==> config.mk <==
export PLATFORM = sky130hd
export DESIGN_NAME = perlin_noise_3d_octaves
export DESIGN_NICKNAME = d
export VERILOG_FILES = /design/src/hdl/pn3_pkg.sv /design/src/hdl/pn3_perm_ram.sv /design/src/hdl/pn3_mul.sv /design/src/hdl/perlin_noise_3d_octaves.sv
export SDC_FILE = /design/constraint.sdc
export NUM_CORES = 2
export LEC_CHECK = 0
export BUFFER_PORTS_ARGS = -buffer_cell sky130_fd_sc_hd__buf_2
export CAP_MARGIN = 15
export CORE_ASPECT_RATIO = 1.4
export CORE_MARGIN = 1.5
export CORE_UTILIZATION = 31
export DETAILED_ROUTE_END_ITERATION = 8
export PLACE_DENSITY = 0.57
export SLEW_MARGIN = 20
export SYNTH_ARGS = -nofsm -noshare
export SYNTH_HDL_FRONTEND = slang
export SYNTH_HIERARCHICAL = 1
export SYNTH_SLANG_ARGS = --single-unit
==> constraint.sdc <==
create_clock -name clk -period 42.8 [get_ports clk]
set_clock_uncertainty 0.05 [all_clocks]
set_input_delay 8.56 -clock clk [delete_from_list [all_inputs] [get_ports clk]]
set_output_delay 8.56 -clock clk [all_outputs]
set_load 0.01 [all_outputs]
==> src/hdl/pn3_pkg.sv <==
package pn3_pkg;

  localparam int PERM_DEPTH = 256;
  localparam int PERM_AW    = 8;
  localparam logic [3:0] HASH_LAST = 4'd13;
  localparam logic [3:0] HASH_GRAD_FIRST = 4'd6;
  localparam logic [2:0] LERP_LAST = 3'd6;
  localparam logic [1:0] FADE_LAST_STEP = 2'd3;
  localparam logic [1:0] AXIS_LAST = 2'd2;

  typedef enum logic [2:0] {
    ST_IDLE,
    ST_FADE,
    ST_HASH_RD,
    ST_HASH_WB,
    ST_LERP,
    ST_ACC
  } pn3_state_t;

  typedef struct packed {
    logic               we;
    logic [PERM_AW-1:0] waddr;
    logic [7:0]         wdata;
    logic [PERM_AW-1:0] raddr;
  } pn3_mem_req_t;

endpackage

==> src/hdl/pn3_perm_ram.sv <==
module pn3_perm_ram
  import pn3_pkg::*;
(
  input  logic         clk,
  input  pn3_mem_req_t req,
  output logic [7:0]   rdata
);

  logic [7:0] mem [PERM_DEPTH];

  always_ff @(posedge clk) begin
    if (req.we) begin
      mem[req.waddr] <= req.wdata;
    end
    rdata <= mem[req.raddr];
  end

endmodule

==> src/hdl/pn3_mul.sv <==
module pn3_mul
  import pn3_pkg::*;
#(
  parameter int MW = 21,
  parameter int FRAC_BITS = 16
) (
  input  logic signed [MW-1:0]             op_a,
  input  logic signed [MW-1:0]             op_b,
  output logic signed [2*MW-FRAC_BITS-1:0] res
);

  logic signed [2*MW-1:0] prod;

  // floor rescale: arithmetic shift rounds toward minus infinity
  assign prod = op_a * op_b;
  assign res  = prod[2*MW-1:FRAC_BITS];

endmodule

==> src/hdl/perlin_noise_3d_octaves.sv <==
// Improved 3D Perlin noise summed over octaves, unsigned fixed point.
// Usage: drive the in_ ports and pulse start while busy is low; the item
// is taken at that clock edge. in_mode 0 writes in_table_value into the
// permutation table at in_table_index; in_mode 1 evaluates octave noise
// at (in_coord_x, in_coord_y, in_coord_z), 8.FRAC_BITS fixed point.
// Every item yields one result: out_valid is high for exactly one cycle
// with out_noise_sum (Q1.FRAC_BITS, saturated; zero for a load item).
// A load item or zero octaves gives its result in the cycle after
// acceptance. An evaluation of n octaves (n capped at MAX_OCTAVES) does,
// per octave, 12 fade multiplies on the shared multiplier, 14 table
// reads (read, then write-back) on the single permutation RAM port, 7
// lerp multiplies and one accumulate. busy is high during that time and
// falls in the cycle out_valid is shown, so the next start may be taken
// at the edge that ends the result cycle. One item at a time.
// Reset (synchronous, active low) returns the sequencer to idle and drops
// out_valid; the permutation table is not cleared and must be loaded
// before evaluation. The receiver cannot stall: results are not held.
module perlin_noise_3d_octaves
  import pn3_pkg::*;
#(
  parameter int MAX_OCTAVES = 8,
  parameter int FRAC_BITS   = 16
) (
  input  logic                    clk,
  input  logic                    rst_n,
  input  logic                    start,
  output logic                    busy,
  input  logic                    in_mode,
  input  logic [7:0]              in_table_index,
  input  logic [7:0]              in_table_value,
  input  logic [8+FRAC_BITS-1:0]  in_coord_x,
  input  logic [8+FRAC_BITS-1:0]  in_coord_y,
  input  logic [8+FRAC_BITS-1:0]  in_coord_z,
  input  logic [3:0]              in_octave_count,
  output logic                    out_valid,
  output logic [FRAC_BITS:0]      out_noise_sum
);

  localparam int CW = 8 + FRAC_BITS;      // coordinate width
  localparam int LW = FRAC_BITS + 3;      // gradient / lerp value width
  localparam int AW = FRAC_BITS + 4;      // fade intermediate width
  localparam int MW = FRAC_BITS + 5;      // multiplier operand width
  localparam int RW = 2 * MW - FRAC_BITS; // rescaled product width
  localparam int SW = FRAC_BITS + 5;      // octave sum width
  localparam int OW = $clog2(MAX_OCTAVES + 1);
  localparam logic [FRAC_BITS:0] ONE_T = (FRAC_BITS+1)'(1) << FRAC_BITS;
  localparam logic signed [SW-1:0] SUM_MAX = (SW'(1) << (FRAC_BITS + 1)) - SW'(1);

  // sequencer state and counters
  pn3_state_t state_r, state_nxt;
  logic [1:0]    fa_r, fa_nxt;       // fade axis
  logic [1:0]    fs_r, fs_nxt;       // fade Horner step
  logic [3:0]    hs_r, hs_nxt;       // hash read step
  logic [2:0]    lk_r, lk_nxt;       // lerp step
  logic [OW-1:0] oct_r, oct_nxt;
  logic [OW-1:0] noct_r, noct_nxt;
  logic          out_valid_r, out_valid_nxt;

  // datapath registers
  logic [CW-1:0] cx_r, cx_nxt, cy_r, cy_nxt, cz_r, cz_nxt;
  logic [AW-1:0] acc_r, acc_nxt;
  logic [FRAC_BITS:0] fade_r [3];
  logic [FRAC_BITS:0] fade_nxt [3];
  logic [7:0] ha_r, ha_nxt, hb_r, hb_nxt;
  logic [7:0] haa_r, haa_nxt, hab_r, hab_nxt, hba_r, hba_nxt, hbb_r, hbb_nxt;
  logic [7:0] gh_r [8];
  logic [7:0] gh_nxt [8];
  logic signed [LW-1:0] lv_r [6];
  logic signed [LW-1:0] lv_nxt [6];
  logic signed [LW-1:0] noise_r, noise_nxt;
  logic signed [SW-1:0] sum_r, sum_nxt;
  logic [FRAC_BITS:0]   out_sum_r, out_sum_nxt;

  // shared units
  pn3_mem_req_t mem_req;
  logic [7:0]   mem_rdata;
  logic signed [MW-1:0] mul_a, mul_b;
  logic signed [RW-1:0] mul_res;

  pn3_perm_ram u_ram (
    .clk   (clk),
    .req   (mem_req),
    .rdata (mem_rdata)
  );

  pn3_mul #(.MW(MW), .FRAC_BITS(FRAC_BITS)) u_mul (
    .op_a (mul_a),
    .op_b (mul_b),
    .res  (mul_res)
  );

  function automatic logic signed [LW-1:0] grad(
    input logic [7:0] hv,
    input logic signed [LW-1:0] x,
    input logic signed [LW-1:0] y,
    input logic signed [LW-1:0] z
  );
    logic [3:0] h;
    logic signed [LW-1:0] u, v;
    h = hv[3:0];
    u = (h < 4'd8) ? x : y;
    v = (h < 4'd4) ? y : ((h == 4'd12 || h == 4'd14) ? x : z);
    return (h[0] ? -u : u) + (h[1] ? -v : v);
  endfunction

  // coordinate fields
  logic [7:0] ix, iy, iz;
  logic signed [LW-1:0] x0, x1, y0, y1, z0, z1;
  assign ix = cx_r[CW-1:FRAC_BITS];
  assign iy = cy_r[CW-1:FRAC_BITS];
  assign iz = cz_r[CW-1:FRAC_BITS];
  assign x0 = LW'(cx_r[FRAC_BITS-1:0]);
  assign y0 = LW'(cy_r[FRAC_BITS-1:0]);
  assign z0 = LW'(cz_r[FRAC_BITS-1:0]);
  assign x1 = x0 - LW'(ONE_T);
  assign y1 = y0 - LW'(ONE_T);
  assign z1 = z0 - LW'(ONE_T);

  logic [OW-1:0] noct_in;
  always_comb begin
    if (32'(in_octave_count) > MAX_OCTAVES) begin
      noct_in = OW'(MAX_OCTAVES);
    end else begin
      noct_in = OW'(in_octave_count);
    end
  end

  // next state
  always_comb begin
    state_nxt = state_r;
    case (state_r)
      ST_IDLE: begin
        if (start && in_mode && (noct_in != '0)) begin
          state_nxt = ST_FADE;
        end
      end
      ST_FADE: begin
        if (fa_r == AXIS_LAST && fs_r == FADE_LAST_STEP) begin
          state_nxt = ST_HASH_RD;
        end
      end
      ST_HASH_RD: state_nxt = ST_HASH_WB;
      ST_HASH_WB: begin
        state_nxt = (hs_r == HASH_LAST) ? ST_LERP : ST_HASH_RD;
      end
      ST_LERP: begin
        if (lk_r == LERP_LAST) begin
          state_nxt = ST_ACC;
        end
      end
      ST_ACC: begin
        state_nxt = (oct_r + OW'(1) == noct_r) ? ST_IDLE : ST_FADE;
      end
      default: state_nxt = ST_IDLE;
    endcase
  end

  // fade operands
  logic [FRAC_BITS-1:0] tsel;
  logic [AW-1:0] a_calc, fade_op;
  logic [AW-1:0] fade_e;
  always_comb begin
    case (fa_r)
      2'd0:    tsel = cx_r[FRAC_BITS-1:0];
      2'd1:    tsel = cy_r[FRAC_BITS-1:0];
      default: tsel = cz_r[FRAC_BITS-1:0];
    endcase
    a_calc = (AW'(15) << FRAC_BITS) - ((AW'(tsel) << 2) + (AW'(tsel) << 1));
    case (fs_r)
      2'd0:    fade_op = a_calc;
      2'd1:    fade_op = (AW'(10) << FRAC_BITS) - acc_r;
      default: fade_op = acc_r;
    endcase
    fade_e = mul_res[AW-1:0];
  end

  // lerp operands
  logic signed [LW-1:0] la, lb;
  logic [FRAC_BITS:0]   lt;
  logic [7:0]           gha, ghb;
  logic signed [LW-1:0] ly, lz;
  logic signed [LW:0]   ldiff, lsum;
  always_comb begin
    gha = gh_r[{lk_r[1:0], 1'b0}];
    ghb = gh_r[{lk_r[1:0], 1'b1}];
    ly  = lk_r[0] ? y1 : y0;
    lz  = lk_r[1] ? z1 : z0;
    case (lk_r)
      3'd4: begin
        la = lv_r[0]; lb = lv_r[1]; lt = fade_r[1];
      end
      3'd5: begin
        la = lv_r[2]; lb = lv_r[3]; lt = fade_r[1];
      end
      3'd6: begin
        la = lv_r[4]; lb = lv_r[5]; lt = fade_r[2];
      end
      default: begin
        la = grad(gha, x0, ly, lz);
        lb = grad(ghb, x1, ly, lz);
        lt = fade_r[0];
      end
    endcase
    ldiff = (LW+1)'(lb) - (LW+1)'(la);
    lsum  = (LW+1)'(la) + mul_res[LW:0];
  end

  // multiplier operand select
  always_comb begin
    mul_a = '0;
    mul_b = '0;
    case (state_r)
      ST_FADE: begin
        mul_a = MW'(fade_op);
        mul_b = MW'(tsel);
      end
      ST_LERP: begin
        mul_a = MW'(lt);
        mul_b = MW'(ldiff);
      end
      default: begin
        mul_a = '0;
        mul_b = '0;
      end
    endcase
  end

  // table read address for the current hash step
  logic [7:0] hash_addr, hash_base;
  always_comb begin
    case (hs_r)
      4'd0:    hash_addr = ix;
      4'd1:    hash_addr = ix + 8'd1;
      4'd2:    hash_addr = ha_r;
      4'd3:    hash_addr = ha_r + 8'd1;
      4'd4:    hash_addr = hb_r;
      4'd5:    hash_addr = hb_r + 8'd1;
      4'd6:    hash_addr = haa_r;
      4'd7:    hash_addr = hba_r;
      4'd8:    hash_addr = hab_r;
      4'd9:    hash_addr = hbb_r;
      4'd10:   hash_addr = haa_r + 8'd1;
      4'd11:   hash_addr = hba_r + 8'd1;
      4'd12:   hash_addr = hab_r + 8'd1;
      default: hash_addr = hbb_r + 8'd1;
    endcase
    hash_base = (hs_r < 4'd2) ? iy : iz;
  end

  // octave accumulate
  logic [OW-1:0]        shamt;
  logic signed [SW-1:0] biased, term, sum_new;
  assign shamt   = oct_r + OW'(1);
  assign biased  = SW'(noise_r) + SW'(ONE_T);
  assign term    = biased >>> shamt;
  assign sum_new = sum_r + term;

  // datapath and output next values
  always_comb begin
    fa_nxt = fa_r;
    fs_nxt = fs_r;
    hs_nxt = hs_r;
    lk_nxt = lk_r;
    oct_nxt = oct_r;
    noct_nxt = noct_r;
    cx_nxt = cx_r;
    cy_nxt = cy_r;
    cz_nxt = cz_r;
    acc_nxt = acc_r;
    fade_nxt = fade_r;
    ha_nxt = ha_r;
    hb_nxt = hb_r;
    haa_nxt = haa_r;
    hab_nxt = hab_r;
    hba_nxt = hba_r;
    hbb_nxt = hbb_r;
    gh_nxt = gh_r;
    lv_nxt = lv_r;
    noise_nxt = noise_r;
    sum_nxt = sum_r;
    out_valid_nxt = 1'b0;
    out_sum_nxt = out_sum_r;
    mem_req.we = 1'b0;
    mem_req.waddr = in_table_index;
    mem_req.wdata = in_table_value;
    mem_req.raddr = hash_addr;
    case (state_r)
      ST_IDLE: begin
        if (start) begin
          // latch coordinates and clear the sequence counters
          cx_nxt = in_coord_x;
          cy_nxt = in_coord_y;
          cz_nxt = in_coord_z;
          noct_nxt = noct_in;
          oct_nxt = '0;
          fa_nxt = '0;
          fs_nxt = '0;
          hs_nxt = '0;
          lk_nxt = '0;
          sum_nxt = '0;
          if (!in_mode) begin
            mem_req.we = 1'b1;
            out_valid_nxt = 1'b1;
            out_sum_nxt = '0;
          end else if (noct_in == '0) begin
            out_valid_nxt = 1'b1;
            out_sum_nxt = '0;
          end
        end
      end
      ST_FADE: begin
        acc_nxt = fade_e;
        fs_nxt = fs_r + 2'd1;
        if (fs_r == FADE_LAST_STEP) begin
          fade_nxt[fa_r] = (fade_e > AW'(ONE_T)) ? ONE_T : fade_e[FRAC_BITS:0];
          fa_nxt = (fa_r == AXIS_LAST) ? 2'd0 : fa_r + 2'd1;
        end
      end
      ST_HASH_WB: begin
        case (hs_r)
          4'd0:    ha_nxt  = mem_rdata + hash_base;
          4'd1:    hb_nxt  = mem_rdata + hash_base;
          4'd2:    haa_nxt = mem_rdata + hash_base;
          4'd3:    hab_nxt = mem_rdata + hash_base;
          4'd4:    hba_nxt = mem_rdata + hash_base;
          4'd5:    hbb_nxt = mem_rdata + hash_base;
          default: gh_nxt[3'(hs_r - HASH_GRAD_FIRST)] = mem_rdata;
        endcase
        hs_nxt = (hs_r == HASH_LAST) ? 4'd0 : hs_r + 4'd1;
      end
      ST_LERP: begin
        if (lk_r == LERP_LAST) begin
          noise_nxt = lsum[LW-1:0];
          lk_nxt = 3'd0;
        end else begin
          lv_nxt[lk_r] = lsum[LW-1:0];
          lk_nxt = lk_r + 3'd1;
        end
      end
      ST_ACC: begin
        sum_nxt = sum_new;
        oct_nxt = oct_r + OW'(1);
        cx_nxt = cx_r << 1;
        cy_nxt = cy_r << 1;
        cz_nxt = cz_r << 1;
        if (oct_r + OW'(1) == noct_r) begin
          // saturate the final sum into Q1.FRAC_BITS
          out_valid_nxt = 1'b1;
          if (sum_new < 0) begin
            out_sum_nxt = '0;
          end else if (sum_new > SUM_MAX) begin
            out_sum_nxt = SUM_MAX[FRAC_BITS:0];
          end else begin
            out_sum_nxt = sum_new[FRAC_BITS:0];
          end
        end
      end
      default: begin
        out_valid_nxt = 1'b0;
      end
    endcase
  end

  always_ff @(posedge clk) begin
    if (!rst_n) begin
      state_r <= ST_IDLE;
      out_valid_r <= 1'b0;
      fa_r <= '0;
      fs_r <= '0;
      hs_r <= '0;
      lk_r <= '0;
      oct_r <= '0;
      noct_r <= '0;
    end else begin
      state_r <= state_nxt;
      out_valid_r <= out_valid_nxt;
      fa_r <= fa_nxt;
      fs_r <= fs_nxt;
      hs_r <= hs_nxt;
      lk_r <= lk_nxt;
      oct_r <= oct_nxt;
      noct_r <= noct_nxt;
    end
  end

  always_ff @(posedge clk) begin
    cx_r <= cx_nxt;
    cy_r <= cy_nxt;
    cz_r <= cz_nxt;
    acc_r <= acc_nxt;
    fade_r <= fade_nxt;
    ha_r <= ha_nxt;
    hb_r <= hb_nxt;
    haa_r <= haa_nxt;
    hab_r <= hab_nxt;
    hba_r <= hba_nxt;
    hbb_r <= hbb_nxt;
    gh_r <= gh_nxt;
    lv_r <= lv_nxt;
    noise_r <= noise_nxt;
    sum_r <= sum_nxt;
    out_sum_r <= out_sum_nxt;
  end

  assign busy = (state_r != ST_IDLE);
  assign out_valid = out_valid_r;
  assign out_noise_sum = out_sum_r;

endmodule

# After elaboration in Yosys (flattened, before gate mapping)
# Memories as Yosys holds them, arrays and structs flattened. A register that Yosys moved wholly into a read port is not among the register bits.
# Index checks and enable logic that the tools add are counted.
classes:
  n_shift: 1
  n_mul: 1
  add_sub_neg: 30
  n_mux: 81
  reduce_logical: 39
  magnitude_cmp: 17
  n_eq_ne: 37
  bitwise: 7
op_table:
  columns: ["operator", "n"]
  rows:
  - ["19-bit two-way mux", 13]
  - ["24-bit one-hot mux with 2 select lines", 3]
  - ["17-bit two-way mux", 8]
  - ["114-bit bitwise mux", 1]
  - ["19-bit one-hot mux with 3 select lines", 2]
  - ["8-bit one-hot mux with 13 select lines", 1]
  - ["21-bit one-hot mux with 2 select lines", 2]
  - ["20-bit one-hot mux with 2 select lines", 2]
  - ["19-bit negator", 4]
  - ["24-bit two-way mux", 3]
  - ["17-bit one-hot mux with 2 select lines", 2]
  - ["64-bit bitwise mux", 1]
  - ["19-bit adder", 3]
  - ["19-bit demux with 3-bit select", 1]
  - ["8-bit by 1-bit adder with 8-bit output (second input constant)", 7]
  - ["16-bit by 17-bit subtractor with 18-bit output (second input constant)", 3]
  - ["51-bit bitwise mux", 1]
  - ["8-bit binary-select mux with 3-bit select", 2]
  - ["4-bit equality test (second input constant)", 10]
  - ["21-bit by 21-bit multiplier with 36-bit output", 1]
  - ["17-bit demux with 2-bit select", 1]
  - ["16-bit one-hot mux with 2 select lines", 1]
  - ["2-bit AND reduction", 15]
  - ["4-bit two-way mux", 7]
  - ["60 further kinds", 119]
totals:
  in_bits: 96
  word_cells: 252
  reg_bits: 449
  memories: 1
  ramBits: 2048
  output_inout_bits: 19
memory_table:
  columns: ["name", "depth", "word_bits", "rd", "rd_clocked_by_memory_dff", "wr", "line", "rtl"]
  rows:
  - ["u_ram.mem", 256, 8, 1, 1, 1, "pn3_perm_ram.sv:9", "logic [7:0] mem [PERM_DEPTH];"]

# Depth between registers and ports, before layout
depth:
  ltp_word: 18
  depth_mapped: 65
  ltp_nobuf: 59

# Cells and area by module
# Netlist, hierarchy kept.
by_module_without_submodules:
  columns: ["module", "cells_per_inst", "area_each_um2", "n_inst"]
  rows:
  - ["pn3_perm_ram", 3733, 79556.3, 1]
  - ["perlin_noise_3d_octaves", 2787, 27742.9, 1]
  - ["pn3_mul", 1772, 16107.9, 1]

# Worst setup path after synthesis
# OpenSTA, ideal clock, no wires.
synth_path:
  path_type: "register to register"
  start: "register lk_r[0]"
  end: "register fade_r[11] (netlist name), data pin"
  required_time_ns: 42.608
  setup_slack_ns: 28.760
  stages_incl_launch_ff: 56
  n_path_buf: 9
  t_arrival_ns: 13.849
  setup_ns: 0.142
  path_cell_list: "dfxtp_1 buf_6 mux4_2 buf_2 buf_2 buf_2 buf_2 buf_2 buf_1 mux2i_1 ha_1 inv_1 mux2i_1 fa_1 a21oi_1 nor2_1 or3_1 a21o_1 [... 20 more ...] fa_1 fa_1 inv_1 fa_1 inv_1 ha_1 and3_1 and2_1 a2111oi_1 nor2_1 a211o_1 a21oi_1 xnor2_1 nor4_1 nand4_1 a2111oi_0 clkbuf_1 and2_1"
synth_via:
  elab_chain_cells: 18
  elab_cells_between_ends: 49
  classes_between: "7 x add/sub; 1 x mul; 5 x order compare; 7 x eq/ne; 24 x mux; 2 x bitwise; 3 x reduce/logical"
synth_lines:
  columns: ["item", "line", "rtl"]
  rows:
  - ["start: declaration", "perlin_noise_3d_octaves.sv:54", "logic [2:0] lk_r, lk_nxt;"]
  - ["start signal: assignment", "perlin_noise_3d_octaves.sv:380", "lk_r <= lk_nxt;"]
  - ["3-bit inverter with 4-bit output, on equally long branches", "perlin_noise_3d_octaves.sv:185, perlin_noise_3d_octaves.sv:184", null]
  - ["8-bit binary-select mux with 3-bit select, on equally long branches", "perlin_noise_3d_octaves.sv:185, perlin_noise_3d_octaves.sv:184", null]
  - ["4-bit two-way mux, on equally long branches (2 in a row)", "perlin_noise_3d_octaves.sv:185, perlin_noise_3d_octaves.sv:184", null]
  - ["4-bit equality test", "perlin_noise_3d_octaves.sv:102", "v = (h < 4'd4) ? y : ((h == 4'd12 || h == 4'd14) ? x : z);"]
  - ["1-bit logical OR", "perlin_noise_3d_octaves.sv:102", null]
  - ["19-bit two-way mux (2 in a row)", "perlin_noise_3d_octaves.sv:102", null]
  - ["19-bit negator", "perlin_noise_3d_octaves.sv:103", "return (h[0] ? -u : u) + (h[1] ? -v : v);"]
  - ["19-bit two-way mux", "perlin_noise_3d_octaves.sv:103", null]
  - ["[... 2 more ...]", null, null]
  - ["19-bit by 19-bit subtractor with 20-bit output *", "perlin_noise_3d_octaves.sv:204", "ldiff = (LW+1)'(lb) - (LW+1)'(la);"]
  - ["21-bit one-hot mux with 2 select lines *", "perlin_noise_3d_octaves.sv:212", "case (state_r)"]
  - ["via mul_b[19]", "perlin_noise_3d_octaves.sv:77", "logic signed [MW-1:0] mul_a, mul_b;"]
  - ["21-bit by 21-bit multiplier with 36-bit output *", "pn3_mul.sv:15", "assign prod = op_a * op_b;"]
  - ["via mul_res[14]", "perlin_noise_3d_octaves.sv:78", "logic signed [RW-1:0] mul_res;"]
  - ["20-bit by 17-bit greater-than comparator with 1-bit output *", "perlin_noise_3d_octaves.sv:315", "fade_nxt[fa_r] = (fade_e > AW'(ONE_T)) ? ONE_T : fade_e[FRAC_BITS:0];"]
  - ["17-bit two-way mux *", "perlin_noise_3d_octaves.sv:315", null]
  - ["51-bit bitwise mux *", "perlin_noise_3d_octaves.sv:315", null]
  - ["end signal: assignment", "perlin_noise_3d_octaves.sv:391", "fade_r <= fade_nxt;"]
  - ["end: declaration", "perlin_noise_3d_octaves.sv:62", "logic [FRAC_BITS:0] fade_r [3];"]
# Mark *: on every way through the listed nets, which the timed path passes. The rest lies on a longest branch. The select of a mux whose other input is x is not followed.
# A chain may end at the register's enable or synchronous reset.

# Worst setup path in the final report
layout_path:
  start: "register lk_r[1]"
  end: "register lv_r[56] (netlist name), data pin"
layout_via:
  elab_chain_cells: 17
  elab_cells_between_ends: 54
  classes_between: "8 x add/sub; 1 x mul; 6 x order compare; 7 x eq/ne; 25 x mux; 3 x bitwise; 4 x reduce/logical"
layout_lines:
  columns: ["item", "line", "rtl"]
  rows:
  - ["3-bit inverter with 4-bit output, on equally long branches", "perlin_noise_3d_octaves.sv:185, perlin_noise_3d_octaves.sv:184", null]
  - ["8-bit binary-select mux with 3-bit select, on equally long branches", "perlin_noise_3d_octaves.sv:185, perlin_noise_3d_octaves.sv:184", null]
  - ["4-bit two-way mux, on equally long branches (2 in a row)", "perlin_noise_3d_octaves.sv:185, perlin_noise_3d_octaves.sv:184", null]
  - ["4-bit equality test", "perlin_noise_3d_octaves.sv:102", null]
  - ["1-bit logical OR", "perlin_noise_3d_octaves.sv:102", null]
  - ["19-bit two-way mux (2 in a row)", "perlin_noise_3d_octaves.sv:102", null]
  - ["19-bit negator", "perlin_noise_3d_octaves.sv:103", null]
  - ["19-bit two-way mux", "perlin_noise_3d_octaves.sv:103", null]
  - ["[... 2 more ...]", null, null]
  - ["19-bit by 19-bit subtractor with 20-bit output *", "perlin_noise_3d_octaves.sv:204", null]
  - ["21-bit one-hot mux with 2 select lines *", "perlin_noise_3d_octaves.sv:212", null]
  - ["via mul_b[19]", "perlin_noise_3d_octaves.sv:77", null]
  - ["21-bit by 21-bit multiplier with 36-bit output *", "pn3_mul.sv:15", null]
  - ["via mul_res[16]", "perlin_noise_3d_octaves.sv:78", null]
  - ["19-bit adder *", "perlin_noise_3d_octaves.sv:205", "lsum = (LW+1)'(la) + mul_res[LW:0];"]
  - ["via lsum[18]", "perlin_noise_3d_octaves.sv:182", "logic signed [LW:0] ldiff, lsum;"]
  - ["114-bit bitwise mux *", "perlin_noise_3d_octaves.sv:336", "lv_nxt[lk_r] = lsum[LW-1:0];"]
  - ["end signal: assignment", "perlin_noise_3d_octaves.sv:399", "lv_r <= lv_nxt;"]
  - ["end: declaration", "perlin_noise_3d_octaves.sv:68", "logic signed [LW-1:0] lv_r [6];"]
# Marks and branches as above.

==> results_dict.tcl <==
set metrics [dict create \
    outcome "finished, final reports clean" \
    worstReg2RegStart "lk_r[1]$_SDFFE_PN0P_" \
    vdd.ir_drop.worst_v 0.0000509 \
    detailed_place.area_mm2 0.128 \
    finish.instance_area_mm2 0.137 \
    antenna_found_initial 14 \
    worst_hold_path_type "reg -> reg" \
    track_usage_pct 16.9 \
    leakage_uw 0.0469 \
    timing.final.crit_share_pct 39.0 \
    critPathMostFrequentCell "fa_1" \
    io_pins 115 \
    cap_violations 0 \
    required_ns 43.34 \
    post_layout_nonfiller_instances 13600 \
    cts_repair_resize_count 0 \
    post_synth_inst_count 8114 \
    drtIter0Drc 6615 \
    placement_rows 272 \
    grt_max_degree 142 \
    critical_path.endpoint_type "flip-flop" \
    timing.critical_path.arrival_ns 17.24 \
    preCtsSetupSlack_ns 26.26 \
    detail_route.wirelength_um 343000 \
    mappedNetlistArea_mm2 0.122 \
    cts.clk_slew.worst_paths_ns 0.06 \
    via_count_of_the_first_global_routing_pass 74200 \
    area_taken_by_multi_input_logic_gates_mm2 0.0437 \
    route.detailed.drc 0 \
    report.final.setup_viol 0 \
    slew_viol_final 0 \
    timing.reg2reg.worst_path_depth 52 \
    register_area_mm2 0.0740 \
    rsz_0062_raised_after_global_routing "no" \
    post-dp-hpwl_um 233000 \
    syn_to_final_growth_pct 12.2 \
    criticalPathCategory "reg -> reg" \
    holdBufCountCts 0 \
    htree_levels 5 \
    core_mm2 0.391 \
    worstSetupStartpoint "lk_r[1]$_SDFFE_PN0P_" \
    avgSynthCellArea_um2 15.0 \
    cts_tree "done" \
    design.die.area_mm2 0.396 \
    holdWs_ns 0.450 \
    antenna_left 0 \
    grt.overflow.total 0 \
    postCtsSetupBuffers 0 \
    route.detailed.vias_per_inst 5.21 \
    post_place_cells 13100 \
    fin_nets 8967 \
    cp_max_fo 39 \
    cts-root-buf "clkbuf_16" \
    cts_num_sinks 2473 \
    critPathLaunchType "flip-flop" \
    crit_path_max_incr_delay_ns 0.94 \
    fmaxAchievable_mhz 59.9 \
    worst_setup_path_end "lv_r[56]$_DFFE_PP_" \
    fin_setup_tns_ns 0 \
    timing.final.ws_setup_ns 26.09 \
    die_x_um 532 \
    initial_core_util_pct 31.1 \
    transition_at_the_pin_with_the_smallest_max_transition_slack_ns 1.18 \
    r2r_end "lv_r[56]$_DFFE_PP_" \
    cts_buffer_count 269 \
    max_slew_margin_pct 20.5 \
    finalCriticalPeriod_ns 16.71 \
    clkLatencyLatePin_ns 0.85 \
    place.port_buffers 114 \
    filler_cell_count 37300 \
    cts_max_path_buffers 4 \
    power_density_mw_per_mm2 45.6 \
    finalWeightedCongestion 0.912 \
    firstDrtPassIters 8 \
    critPathSlowestCell "nor2b_2" \
    synth-warning-count 6 \
    grt_first_pass_wirelength_um 501000 \
    ff2ff_setup_slack_ns 26.09 \
    hold_viol_final 0 \
    avgRoutedWirePerCell_um 25.2 \
    routed-via-count 71000 \
    drive_above_1_share_pct 15.2 \
    floorplan.die.height_um 744 \
]
==> worst min-delay path by stage <==
stage / startpoint / to / slack [ns] / cells past startpoint
finish: fs_r[1]$_SDFFE_PN0P_ / fs_r[1]$_SDFFE_PN0P_ / 0.45 / 2
global placement: fs_r[1]$_SDFFE_PN0P_ / fs_r[1]$_SDFFE_PN0P_ / 0.44 / 2
detailed placement: fs_r[1]$_SDFFE_PN0P_ / fs_r[1]$_SDFFE_PN0P_ / 0.44 / 2
CTS: fs_r[1]$_SDFFE_PN0P_ / fs_r[1]$_SDFFE_PN0P_ / 0.45 / 2
global route: fs_r[1]$_SDFFE_PN0P_ / fs_r[1]$_SDFFE_PN0P_ / 0.48 / 2
floorplan: noct_r[3]$_SDFFE_PN0P_ / noct_r[3]$_SDFFE_PN0P_ / 0.41 / 2
==> power breakdown <==
part	total (uW)	internal, uW	switching, uW
Combinational	1160	393	765
Sequential	2840	2810	29.6
Clock	2220	1280	943
Total	6220	4480	1740
==> registers in the layout (all words and copies together), names as in the netlist, 17 cells and up <==
register	cells
fade_r	51
sum_r	21
gh_r	32
cz_r	24
out_noise_sum	17
lv_r	114
acc_r	20
cy_r	24
cx_r	24
noise_r	19
u_ram/mem	2048
==> area by class of cell <==
cell class,instances,area share [%]
well taps,5206,4.77
diodes,8,0.0147
clock buffers,341,5.35
clock inverters,122,0.714
inverters,535,1.47
flip-flops and latches,2473,54.2
multi-input cells,4633,32.0
repair buffers,301,1.50
==> placed cells by master, fill, tap and decap left out, types with 56 or more instances in the layout <==
master     instances
nor2_1           501
nand3_1           66
a21oi_1          332
nor3_1            73
mux2i_1          280
xnor2_1          111
nor2b_1           77
o21ai_0          125
ha_1             242
a211oi_1          56
nand2_1          610
o22ai_1           70
o221ai_1          63
buf_2            107
buf_4            185
a22oi_1          162
xor2_1            87
and2_1           236
inv_1            529
fa_1             416
clkbuf_16        280
mux4_2           468
edfxtp_1        2442
==> routing by layer <==
| layer | routed length, um | global-route usage (%) | share of wire (%) |
|---|---|---|---|
| met4 | 15900 | 7.17 | 4.6 |
| met1 | 131000 | 20.1 | 38 |
| met2 | 177000 | 30.5 | 52 |
| met5 | 13 | 0 | 0.0038 |
| met3 | 19200 | 2.42 | 5.6 |
==> metrics by stage <==
stage	total power, uW	utilization [%]
CTS	6260	34.9
floorplan	3590	-
detailed placement	4050	32.8
finish	6220	34.9
global placement	4030	32.8
global route	6450	34.9
==> critical path, delay by kind of cell, from the launching register on <==
kind	cells	cell delay, ns
adder cells (fa/ha/maj)	12	4.96
AO/OA/AOI/OAI	21	4.83
AND/OR/NAND/NOR	7	2.39
XOR/XNOR	4	1.32
buffers and inverters	6	1.10
multiplexers	2	1.00
flip-flops	1	0.73
Power figures use the tool's default switching activity.
